<file path="config.mk">
export PLATFORM = sky130hd
export DESIGN_NAME = cpu_8bit_alu_with_flags_core
export DESIGN_NICKNAME = d
export VERILOG_FILES = /design/src/rtl/c8alu_pkg.sv /design/src/rtl/cpu_8bit_alu_with_flags_core.sv
export SDC_FILE = /design/constraint.sdc
export NUM_CORES = 1
export LEC_CHECK = 0
export BUFFER_PORTS_ARGS = -buffer_cell sky130_fd_sc_hd__buf_4
export CAP_MARGIN = 20
export CORE_ASPECT_RATIO = 0.8
export CORE_UTILIZATION = 50
export CTS_BUF_LIST = sky130_fd_sc_hd__clkbuf_16
export CTS_CLUSTER_DIAMETER = 60
export CTS_CLUSTER_SIZE = 24
export DETAILED_ROUTE_END_ITERATION = 12
export GPL_ROUTABILITY_DRIVEN = 1
export GPL_TIMING_DRIVEN = 0
export PLACE_DENSITY_LB_ADDON = 0.2
export SETUP_SLACK_MARGIN = 0.1
export SLEW_MARGIN = 10
export SYNTH_ARGS = -nofsm -noshare
export SYNTH_HDL_FRONTEND = slang
export SYNTH_SLANG_ARGS = --single-unit
</file>
<file path="constraint.sdc">
create_clock -name clk -period 3.3 [get_ports clk]
set_input_delay 0.33 -clock clk [delete_from_list [all_inputs] [get_ports clk]]
set_output_delay 0.33 -clock clk [all_outputs]
set_load 0.02 [all_outputs]
</file>
<file path="src/rtl/c8alu_pkg.sv">
// types and operation codes shared by the 8-bit alu with flags
`default_nettype none

package c8alu_pkg;

	// operation codes
	localparam logic [4:0] ACT_ADD  = 5'd0;
	localparam logic [4:0] ACT_ADC  = 5'd1;
	localparam logic [4:0] ACT_SUB  = 5'd2;
	localparam logic [4:0] ACT_SBC  = 5'd3;
	localparam logic [4:0] ACT_AND  = 5'd4;
	localparam logic [4:0] ACT_XOR  = 5'd5;
	localparam logic [4:0] ACT_OR   = 5'd6;
	localparam logic [4:0] ACT_CP   = 5'd7;
	localparam logic [4:0] ACT_INC  = 5'd8;
	localparam logic [4:0] ACT_DEC  = 5'd9;
	localparam logic [4:0] ACT_RLC  = 5'd10;
	localparam logic [4:0] ACT_RRC  = 5'd11;
	localparam logic [4:0] ACT_RL   = 5'd12;
	localparam logic [4:0] ACT_RR   = 5'd13;
	localparam logic [4:0] ACT_SLA  = 5'd14;
	localparam logic [4:0] ACT_SRA  = 5'd15;
	localparam logic [4:0] ACT_SWAP = 5'd16;
	localparam logic [4:0] ACT_SRL  = 5'd17;
	localparam logic [4:0] ACT_RLCA = 5'd18;
	localparam logic [4:0] ACT_RRCA = 5'd19;
	localparam logic [4:0] ACT_RLA  = 5'd20;
	localparam logic [4:0] ACT_RRA  = 5'd21;
	localparam logic [4:0] ACT_BIT  = 5'd22;
	localparam logic [4:0] ACT_SET  = 5'd23;
	localparam logic [4:0] ACT_RES  = 5'd24;
	localparam logic [4:0] ACT_DAA  = 5'd25;
	localparam logic [4:0] ACT_CPL  = 5'd26;
	localparam logic [4:0] ACT_SCF  = 5'd27;
	localparam logic [4:0] ACT_CCF  = 5'd28;

	// flag bit positions
	localparam int FLAG_Z = 3;
	localparam int FLAG_N = 2;
	localparam int FLAG_H = 1;
	localparam int FLAG_C = 0;

	// decimal adjust constants
	localparam logic [7:0] DAA_HI_ADJ = 8'h60;
	localparam logic [7:0] DAA_LO_ADJ = 8'h06;
	localparam logic [7:0] DAA_HI_MAX = 8'h99;
	localparam logic [3:0] DAA_LO_MAX = 4'd9;

	typedef struct packed {
		logic [4:0] action;
		logic [7:0] operand_a;
		logic [7:0] operand_b;
		logic [2:0] bit_index;
		logic [3:0] flags_in;
	} c8alu_in_t;

	typedef struct packed {
		logic [7:0] result;
		logic [3:0] flags_out;
		logic       writes_result;
	} c8alu_out_t;

endpackage

`default_nettype wire

</file>
<file path="src/rtl/cpu_8bit_alu_with_flags_core.sv">
// 8-bit alu with z/n/h/c flags: input register, one pass of logic, result register
// an accepted item is held in the input register, then in the result register, from which it is delivered
// throughput: one item per cycle while res_stall is low, with one pass of combinational logic between the two registers
// a new item is taken while a finished result waits, as long as the input stage is free
// reset (arst_n low, asynchronous) empties both stages; payload registers are not reset
`default_nettype none

module cpu_8bit_alu_with_flags_core
	import c8alu_pkg::*;
(
	input  wire logic       clk,
	input  wire logic       arst_n,
	// operation channel
	input  wire logic       op_valid,
	output logic            op_stall,
	input  wire c8alu_in_t  op,
	// result channel
	input  wire logic       res_stall,
	output logic            res_valid,
	output c8alu_out_t      res
);

	// input stage
	logic      v_s1;
	c8alu_in_t op_s1;

	// next result, built from the input stage
	c8alu_out_t res_nxt;

	// handshake: result register frees when empty or taken this cycle
	logic adv2;
	logic take;

	assign adv2     = !res_valid || !res_stall;
	// the input stage only backs up when it holds an item that cannot move on
	assign op_stall = v_s1 && !adv2;
	assign take     = op_valid && !op_stall;

	always_ff @(posedge clk or negedge arst_n) begin
		if (!arst_n) begin
			v_s1      <= 1'b0;
			res_valid <= 1'b0;
		end else begin
			if (!v_s1 || adv2) begin
				v_s1 <= op_valid;
			end
			if (adv2) begin
				res_valid <= v_s1;
			end
		end
	end

	// payload registers, no reset needed
	always_ff @(posedge clk) begin
		if (take) begin
			op_s1 <= op;
		end
		if (adv2 && v_s1) begin
			res <= res_nxt;
		end
	end

	// ---------------------------------------------------------------
	// single pass of alu logic on the input stage
	// ---------------------------------------------------------------
	logic [7:0] a;
	logic [7:0] b;
	logic [3:0] fi;
	logic       cin;
	logic       use_c;      // carry enters add with carry or subtract with carry
	logic [8:0] sum9;
	logic [4:0] sum_lo;
	logic [8:0] dif9;
	logic [4:0] dif_lo;
	logic [7:0] bmask;
	logic [7:0] daa_val;
	logic       daa_c;
	logic [7:0] r;
	logic       fz_keep;    // zero flag forced low for accumulator rotates

	assign a   = op_s1.operand_a;
	assign b   = op_s1.operand_b;
	assign fi  = op_s1.flags_in;
	assign cin = fi[FLAG_C];

	assign use_c  = (op_s1.action == ACT_ADC) || (op_s1.action == ACT_SBC);
	assign sum9   = {1'b0, a} + {1'b0, b} + {8'd0, use_c & cin};
	assign sum_lo = {1'b0, a[3:0]} + {1'b0, b[3:0]} + {4'd0, use_c & cin};
	// bit 8 of the 9-bit difference is the borrow out
	assign dif9   = {1'b0, a} - {1'b0, b} - {8'd0, use_c & cin};
	assign dif_lo = {1'b0, a[3:0]} - {1'b0, b[3:0]} - {4'd0, use_c & cin};

	assign bmask = 8'd1 << op_s1.bit_index;

	// decimal adjust after add or subtract
	always_comb begin
		daa_val = a;
		daa_c   = cin;
		if (!fi[FLAG_N]) begin
			if (cin || (a > DAA_HI_MAX)) begin
				daa_val = daa_val + DAA_HI_ADJ;
				daa_c   = 1'b1;
			end
			if (fi[FLAG_H] || (a[3:0] > DAA_LO_MAX)) begin
				daa_val = daa_val + DAA_LO_ADJ;
			end
		end else begin
			if (cin) begin
				daa_val = daa_val - DAA_HI_ADJ;
			end
			if (fi[FLAG_H]) begin
				daa_val = daa_val - DAA_LO_ADJ;
			end
		end
	end

	always_comb begin
		res_nxt.result        = a;
		res_nxt.flags_out     = fi;
		res_nxt.writes_result = 1'b1;
		r                     = a;
		fz_keep               = 1'b1;
		unique case (op_s1.action) inside
			ACT_ADD, ACT_ADC: begin
				r = sum9[7:0];
				res_nxt.flags_out = {(r == 8'd0), 1'b0, sum_lo[4], sum9[8]};
			end
			ACT_SUB, ACT_SBC, ACT_CP: begin
				r = dif9[7:0];
				res_nxt.flags_out = {(r == 8'd0), 1'b1, dif_lo[4], dif9[8]};
				res_nxt.writes_result = (op_s1.action != ACT_CP);
			end
			ACT_AND: begin
				r = a & b;
				res_nxt.flags_out = {(r == 8'd0), 1'b0, 1'b1, 1'b0};
			end
			ACT_XOR: begin
				r = a ^ b;
				res_nxt.flags_out = {(r == 8'd0), 3'b000};
			end
			ACT_OR: begin
				r = a | b;
				res_nxt.flags_out = {(r == 8'd0), 3'b000};
			end
			ACT_INC: begin
				r = a + 8'd1;
				res_nxt.flags_out = {(r == 8'd0), 1'b0, (a[3:0] == 4'hF), cin};
			end
			ACT_DEC: begin
				r = a - 8'd1;
				res_nxt.flags_out = {(r == 8'd0), 1'b1, (a[3:0] == 4'h0), cin};
			end
			ACT_RLC, ACT_RLCA: begin
				r = {a[6:0], a[7]};
				fz_keep = (op_s1.action == ACT_RLC);
				res_nxt.flags_out = {fz_keep && (r == 8'd0), 2'b00, a[7]};
			end
			ACT_RRC, ACT_RRCA: begin
				r = {a[0], a[7:1]};
				fz_keep = (op_s1.action == ACT_RRC);
				res_nxt.flags_out = {fz_keep && (r == 8'd0), 2'b00, a[0]};
			end
			ACT_RL, ACT_RLA: begin
				r = {a[6:0], cin};
				fz_keep = (op_s1.action == ACT_RL);
				res_nxt.flags_out = {fz_keep && (r == 8'd0), 2'b00, a[7]};
			end
			ACT_RR, ACT_RRA: begin
				r = {cin, a[7:1]};
				fz_keep = (op_s1.action == ACT_RR);
				res_nxt.flags_out = {fz_keep && (r == 8'd0), 2'b00, a[0]};
			end
			ACT_SLA: begin
				r = {a[6:0], 1'b0};
				res_nxt.flags_out = {(r == 8'd0), 2'b00, a[7]};
			end
			ACT_SRA: begin
				r = {a[7], a[7:1]};
				res_nxt.flags_out = {(r == 8'd0), 2'b00, a[0]};
			end
			ACT_SWAP: begin
				r = {a[3:0], a[7:4]};
				res_nxt.flags_out = {(r == 8'd0), 3'b000};
			end
			ACT_SRL: begin
				r = {1'b0, a[7:1]};
				res_nxt.flags_out = {(r == 8'd0), 2'b00, a[0]};
			end
			ACT_BIT: begin
				res_nxt.flags_out = {((a & bmask) == 8'd0), 1'b0, 1'b1, cin};
				res_nxt.writes_result = 1'b0;
			end
			ACT_SET: begin
				r = a | bmask;
			end
			ACT_RES: begin
				r = a & ~bmask;
			end
			ACT_DAA: begin
				r = daa_val;
				res_nxt.flags_out = {(r == 8'd0), fi[FLAG_N], 1'b0, daa_c};
			end
			ACT_CPL: begin
				r = ~a;
				res_nxt.flags_out = {fi[FLAG_Z], 1'b1, 1'b1, cin};
			end
			ACT_SCF: begin
				res_nxt.flags_out = {fi[FLAG_Z], 2'b00, 1'b1};
			end
			ACT_CCF: begin
				res_nxt.flags_out = {fi[FLAG_Z], 2'b00, !cin};
			end
			default: begin
				// unused codes pass operand and flags, nothing written
				res_nxt.writes_result = 1'b0;
			end
		endcase
		res_nxt.result = r;
	end

	// ---------------------------------------------------------------
	// checks
	// ---------------------------------------------------------------
`ifndef SYNTHESIS
	// back-pressure only when both stages hold an item
	a_stall_full: assert property (@(posedge clk) disable iff (!arst_n)
		op_stall |-> (v_s1 && res_valid))
		else $error("input stalled with a free stage");

	// an accepted item lands in the input stage
	a_take_s1: assert property (@(posedge clk) disable iff (!arst_n)
		(op_valid && !op_stall) |=> v_s1)
		else $error("accepted item lost");

	// compare and bit test never write back
	a_no_write: assert property (@(posedge clk) disable iff (!arst_n)
		(v_s1 && adv2 && ((op_s1.action == ACT_CP) || (op_s1.action == ACT_BIT)))
		|=> (res_valid && !res.writes_result))
		else $error("compare or bit test marked for write back");
`endif

endmodule

`default_nettype wire
</file>
==> out/qor.csv <==
metric,value,unit
cts.clk_slew.worst_paths,0.07,ns
r2r-start,op_s1[26]$_DFFE_PP_,
layout-drive-gt1-share,25.8,%
cts_num_sinks,43,
mappedNetlistNets,680,
post-place-ws,-0.995,ns
wirelength,19.6,mm
cap_violations,0,
min_to,op_s1[26]$_DFFE_PP_,
portBuffers,46,
seq_area_frac_synth,25.7,%
hp-start,op[26],
critPathSlowestCell,fa_2,
final_nets,770,
ys_ff_latch,43,
antenna_found_initial,0,
clock_power_share,22.1,%
powerDensity,344,nW/um^2
layout.cells.non_filler,830,
dp_cells,787,
hp-class,in -> reg,
worstSetupStartpointType,flip-flop,
ctsHtreeMaxLevel,2,
internal_power,1.36,mW
synth_top_cell_by_area,edfxtp_1,
grt-ovfl-total,0,
netlist_top_cells_area,"edfxtp_1 25%, ha_1 10%, nand2_1 4.0%",
post_drt_wl_per_cell,23.7,um
grt_max_degree,29,
worst_pin_slew,1.21,ns
grt_use_total,38.2,%
drtIter0Drc,754,
critPathRequiredTime,3.31,ns
setup_violations,5,
synth_warnings,0,
worstSetupPathType,reg -> reg,
grt_pass1_vias,5254,
ant_nets,0,
slew-limit-headroom,18.9,%
fin_ws,-0.441,ns
cts_root_buf,clkbuf_16,
fin_crit_sh,113,%
die_area,10400,um^2
fin_skew,0.00830,ns
synth_cell_type_count,80,
grt_setup_unrepaired,true,
max_freq,0.267,GHz
max-clock-path-buffers,2,
critPathMaxFanout,2,
rrSetupSlack,-0.44,ns
synth.most_common_cell,nand2_1,
syn_avg_cell_area,8.27,um^2
area_growth,27.8,%
status,finished with violations,
path_common_cell,buf_6,
whs_path_depth,1,
p_switching,831,uW
fin_crit,3.74,ns
num_antenna_cells,0,
cts_made_buffers,5,
setup_tns,-0.963,ns
hpwl,14.1,mm
clock_latency,0.30,ns
peakVddDrop,294,uV
async_flop_share,4.65,%
synthFlopType,edfxtp_1,
violations,negative setup slack,
p_comb_share,46.7,%
syn_area,4990,um^2
cts_tree,yes,
vias,5705,
synth_commonest_cells,"53 x nand2_1, 41 x edfxtp_1, 41 x ha_1",
drc,0,
num_rows,32,
seqPwrFrac,31.2,%
end_kind,flip-flop,
drv_slew,0,
drt-pass1-iter-count,8,
r2r-end,res[4]$_DFFE_PP_,
die_w,114,um
hold_violations,0,
worstPathCellList,buf_6 -> clkbuf_16 -> clkbuf_16 -> nor3_4 -> nand3_2 -> inv_2 -> fa_2 -> buf_6 -> ha_4 -> o21ai_4 -> buf_6 -> a311oi_4 -> a31oi_1 -> xnor2_1 -> buf_4 -> nor4_4 -> nor3_2 -> o41ai_4,
p_leak,2.49,nW
num_io_pins,47,
switching_share,37.9,%
cp.arrival,3.75,ns
synth_cells,603,
start_util,51.7,%
grt_pass1_wl,29.7,mm
yosys.area.top_type_share,24.7,%
r2r_cells,18,
die_h,91.3,um
max_stage_delay,0.45,ns
fp.coreArea,9650,um^2
routed_via_density,6.87,
synth_edf_count,41,
gp_congestion,1.01,
stage by stage:
step,cell area (um^2),hold slack (ns),total power [mW],utilization [%]
3_3_place_gp,5520,0.112,1.44,57.2
6_report,6370,0.205,2.19,66.1
5_1_grt,6370,0.202,2.27,66.1
3_5_place_dp,5530,0.113,1.45,57.4
2_1_floorplan,5000,0.0344,1.20,-
4_1_cts,6170,0.205,2.09,64.0
cell usage in the layout, fill, tap and decap left out, drive strengths merged, types with 9 or more instances in the layout:
master,count
buf,102
nand2,53
edfxtp,41
ha,41
nor2,38
a21oi,34
inv,34
clkbuf,31
o21ai,28
nand3,25
nand4,22
xnor2,21
nor3,17
o22ai,12
nand2b,11
a22oi,10
nor4,10
a31oi,9
power groups by stage:
stage / Combinational (mW) / Sequential (mW) / Clock, mW
detailed placement: 0.753 / 0.702 / 0
global placement: 0.741 / 0.701 / 0
CTS: 0.910 / 0.685 / 0.491
finish: 1.02 / 0.685 / 0.484
floorplan: 0.484 / 0.717 / 0
global route: 1.07 / 0.689 / 0.511
worst max-delay path, delay by kind of cell (launching register included):
family          cells  cell delay [ns]
buf+inv             7             0.93
compound gates      4             0.71
simple gates        4             0.64
flops               1             0.39
fa+ha+maj           2             0.60
xor+xnor            1             0.16
state kept, by name, summed over array words and instances, names as in the netlist:
| register | cells |
|---|---|
| op_s1 | 8 |
| res_valid | 1 |
| a | 8 |
| v_s1 | 1 |
| b | 8 |
| res | 13 |
| fi | 4 |
logic make-up after synthesis:
group,share of synthesized area (%)
adders and majority gates,11.9
and+or+nand+nor,23.7
xor gates and xnor gates,4.74
AOI/OAI and AO/OA,24.9
DFF,25.7
muxes,2.31
buffers and inverters,6.77
worst max path at each step:
stage | start | endpoint | slack (ns) | cells past startpoint
after floorplan | op_s1[27]$_DFFE_PP_ | res[8]$_DFFE_PP_ | 0.1 | 15
after global placement | a[1]$_DFFE_PP_ | res[10]$_DFFE_PP_ | -1.06 | 9
after detailed placement | a[1]$_DFFE_PP_ | res[10]$_DFFE_PP_ | -0.99 | 9
after CTS | op_s1[26]$_DFFE_PP_ | res[4]$_DFFE_PP_ | -0.35 | 16
after global routing | op_s1[26]$_DFFE_PP_ | res[4]$_DFFE_PP_ | -0.42 | 18
final | op_s1[26]$_DFFE_PP_ | res[4]$_DFFE_PP_ | -0.44 | 18
final cells by class:
type / instances / area (um^2)
buffer: 44 / 307
clock buffer: 5 / 125
clock inverter: 3 / 16.3
fill: 819 / 3280
inverter: 36 / 139
multi-input combinational: 478 / 3680
sequential: 43 / 1280
tap: 136 / 170
timing repair buffer: 85 / 657
routing by layer:
layer | track usage (%) | vias to the layer above | wire length, um
met1 | 51.1 | 2665 | 7770
met5 | 0 | - | 0
met3 | 10.4 | 96 | 2590
li1 | - | 2462 | -
met4 | 14.4 | 0 | 815
met2 | 58.6 | 482 | 8460
timing repair:
action,CTS,global route
endpoints found under the hold margin,2,0
pin swaps,20,24
resized for setup,71,32
endpoints found under the setup margin,11,8
hold buffers,1,0
setup buffers,24,14
Note: power is estimated with default switching activity, not from simulation.
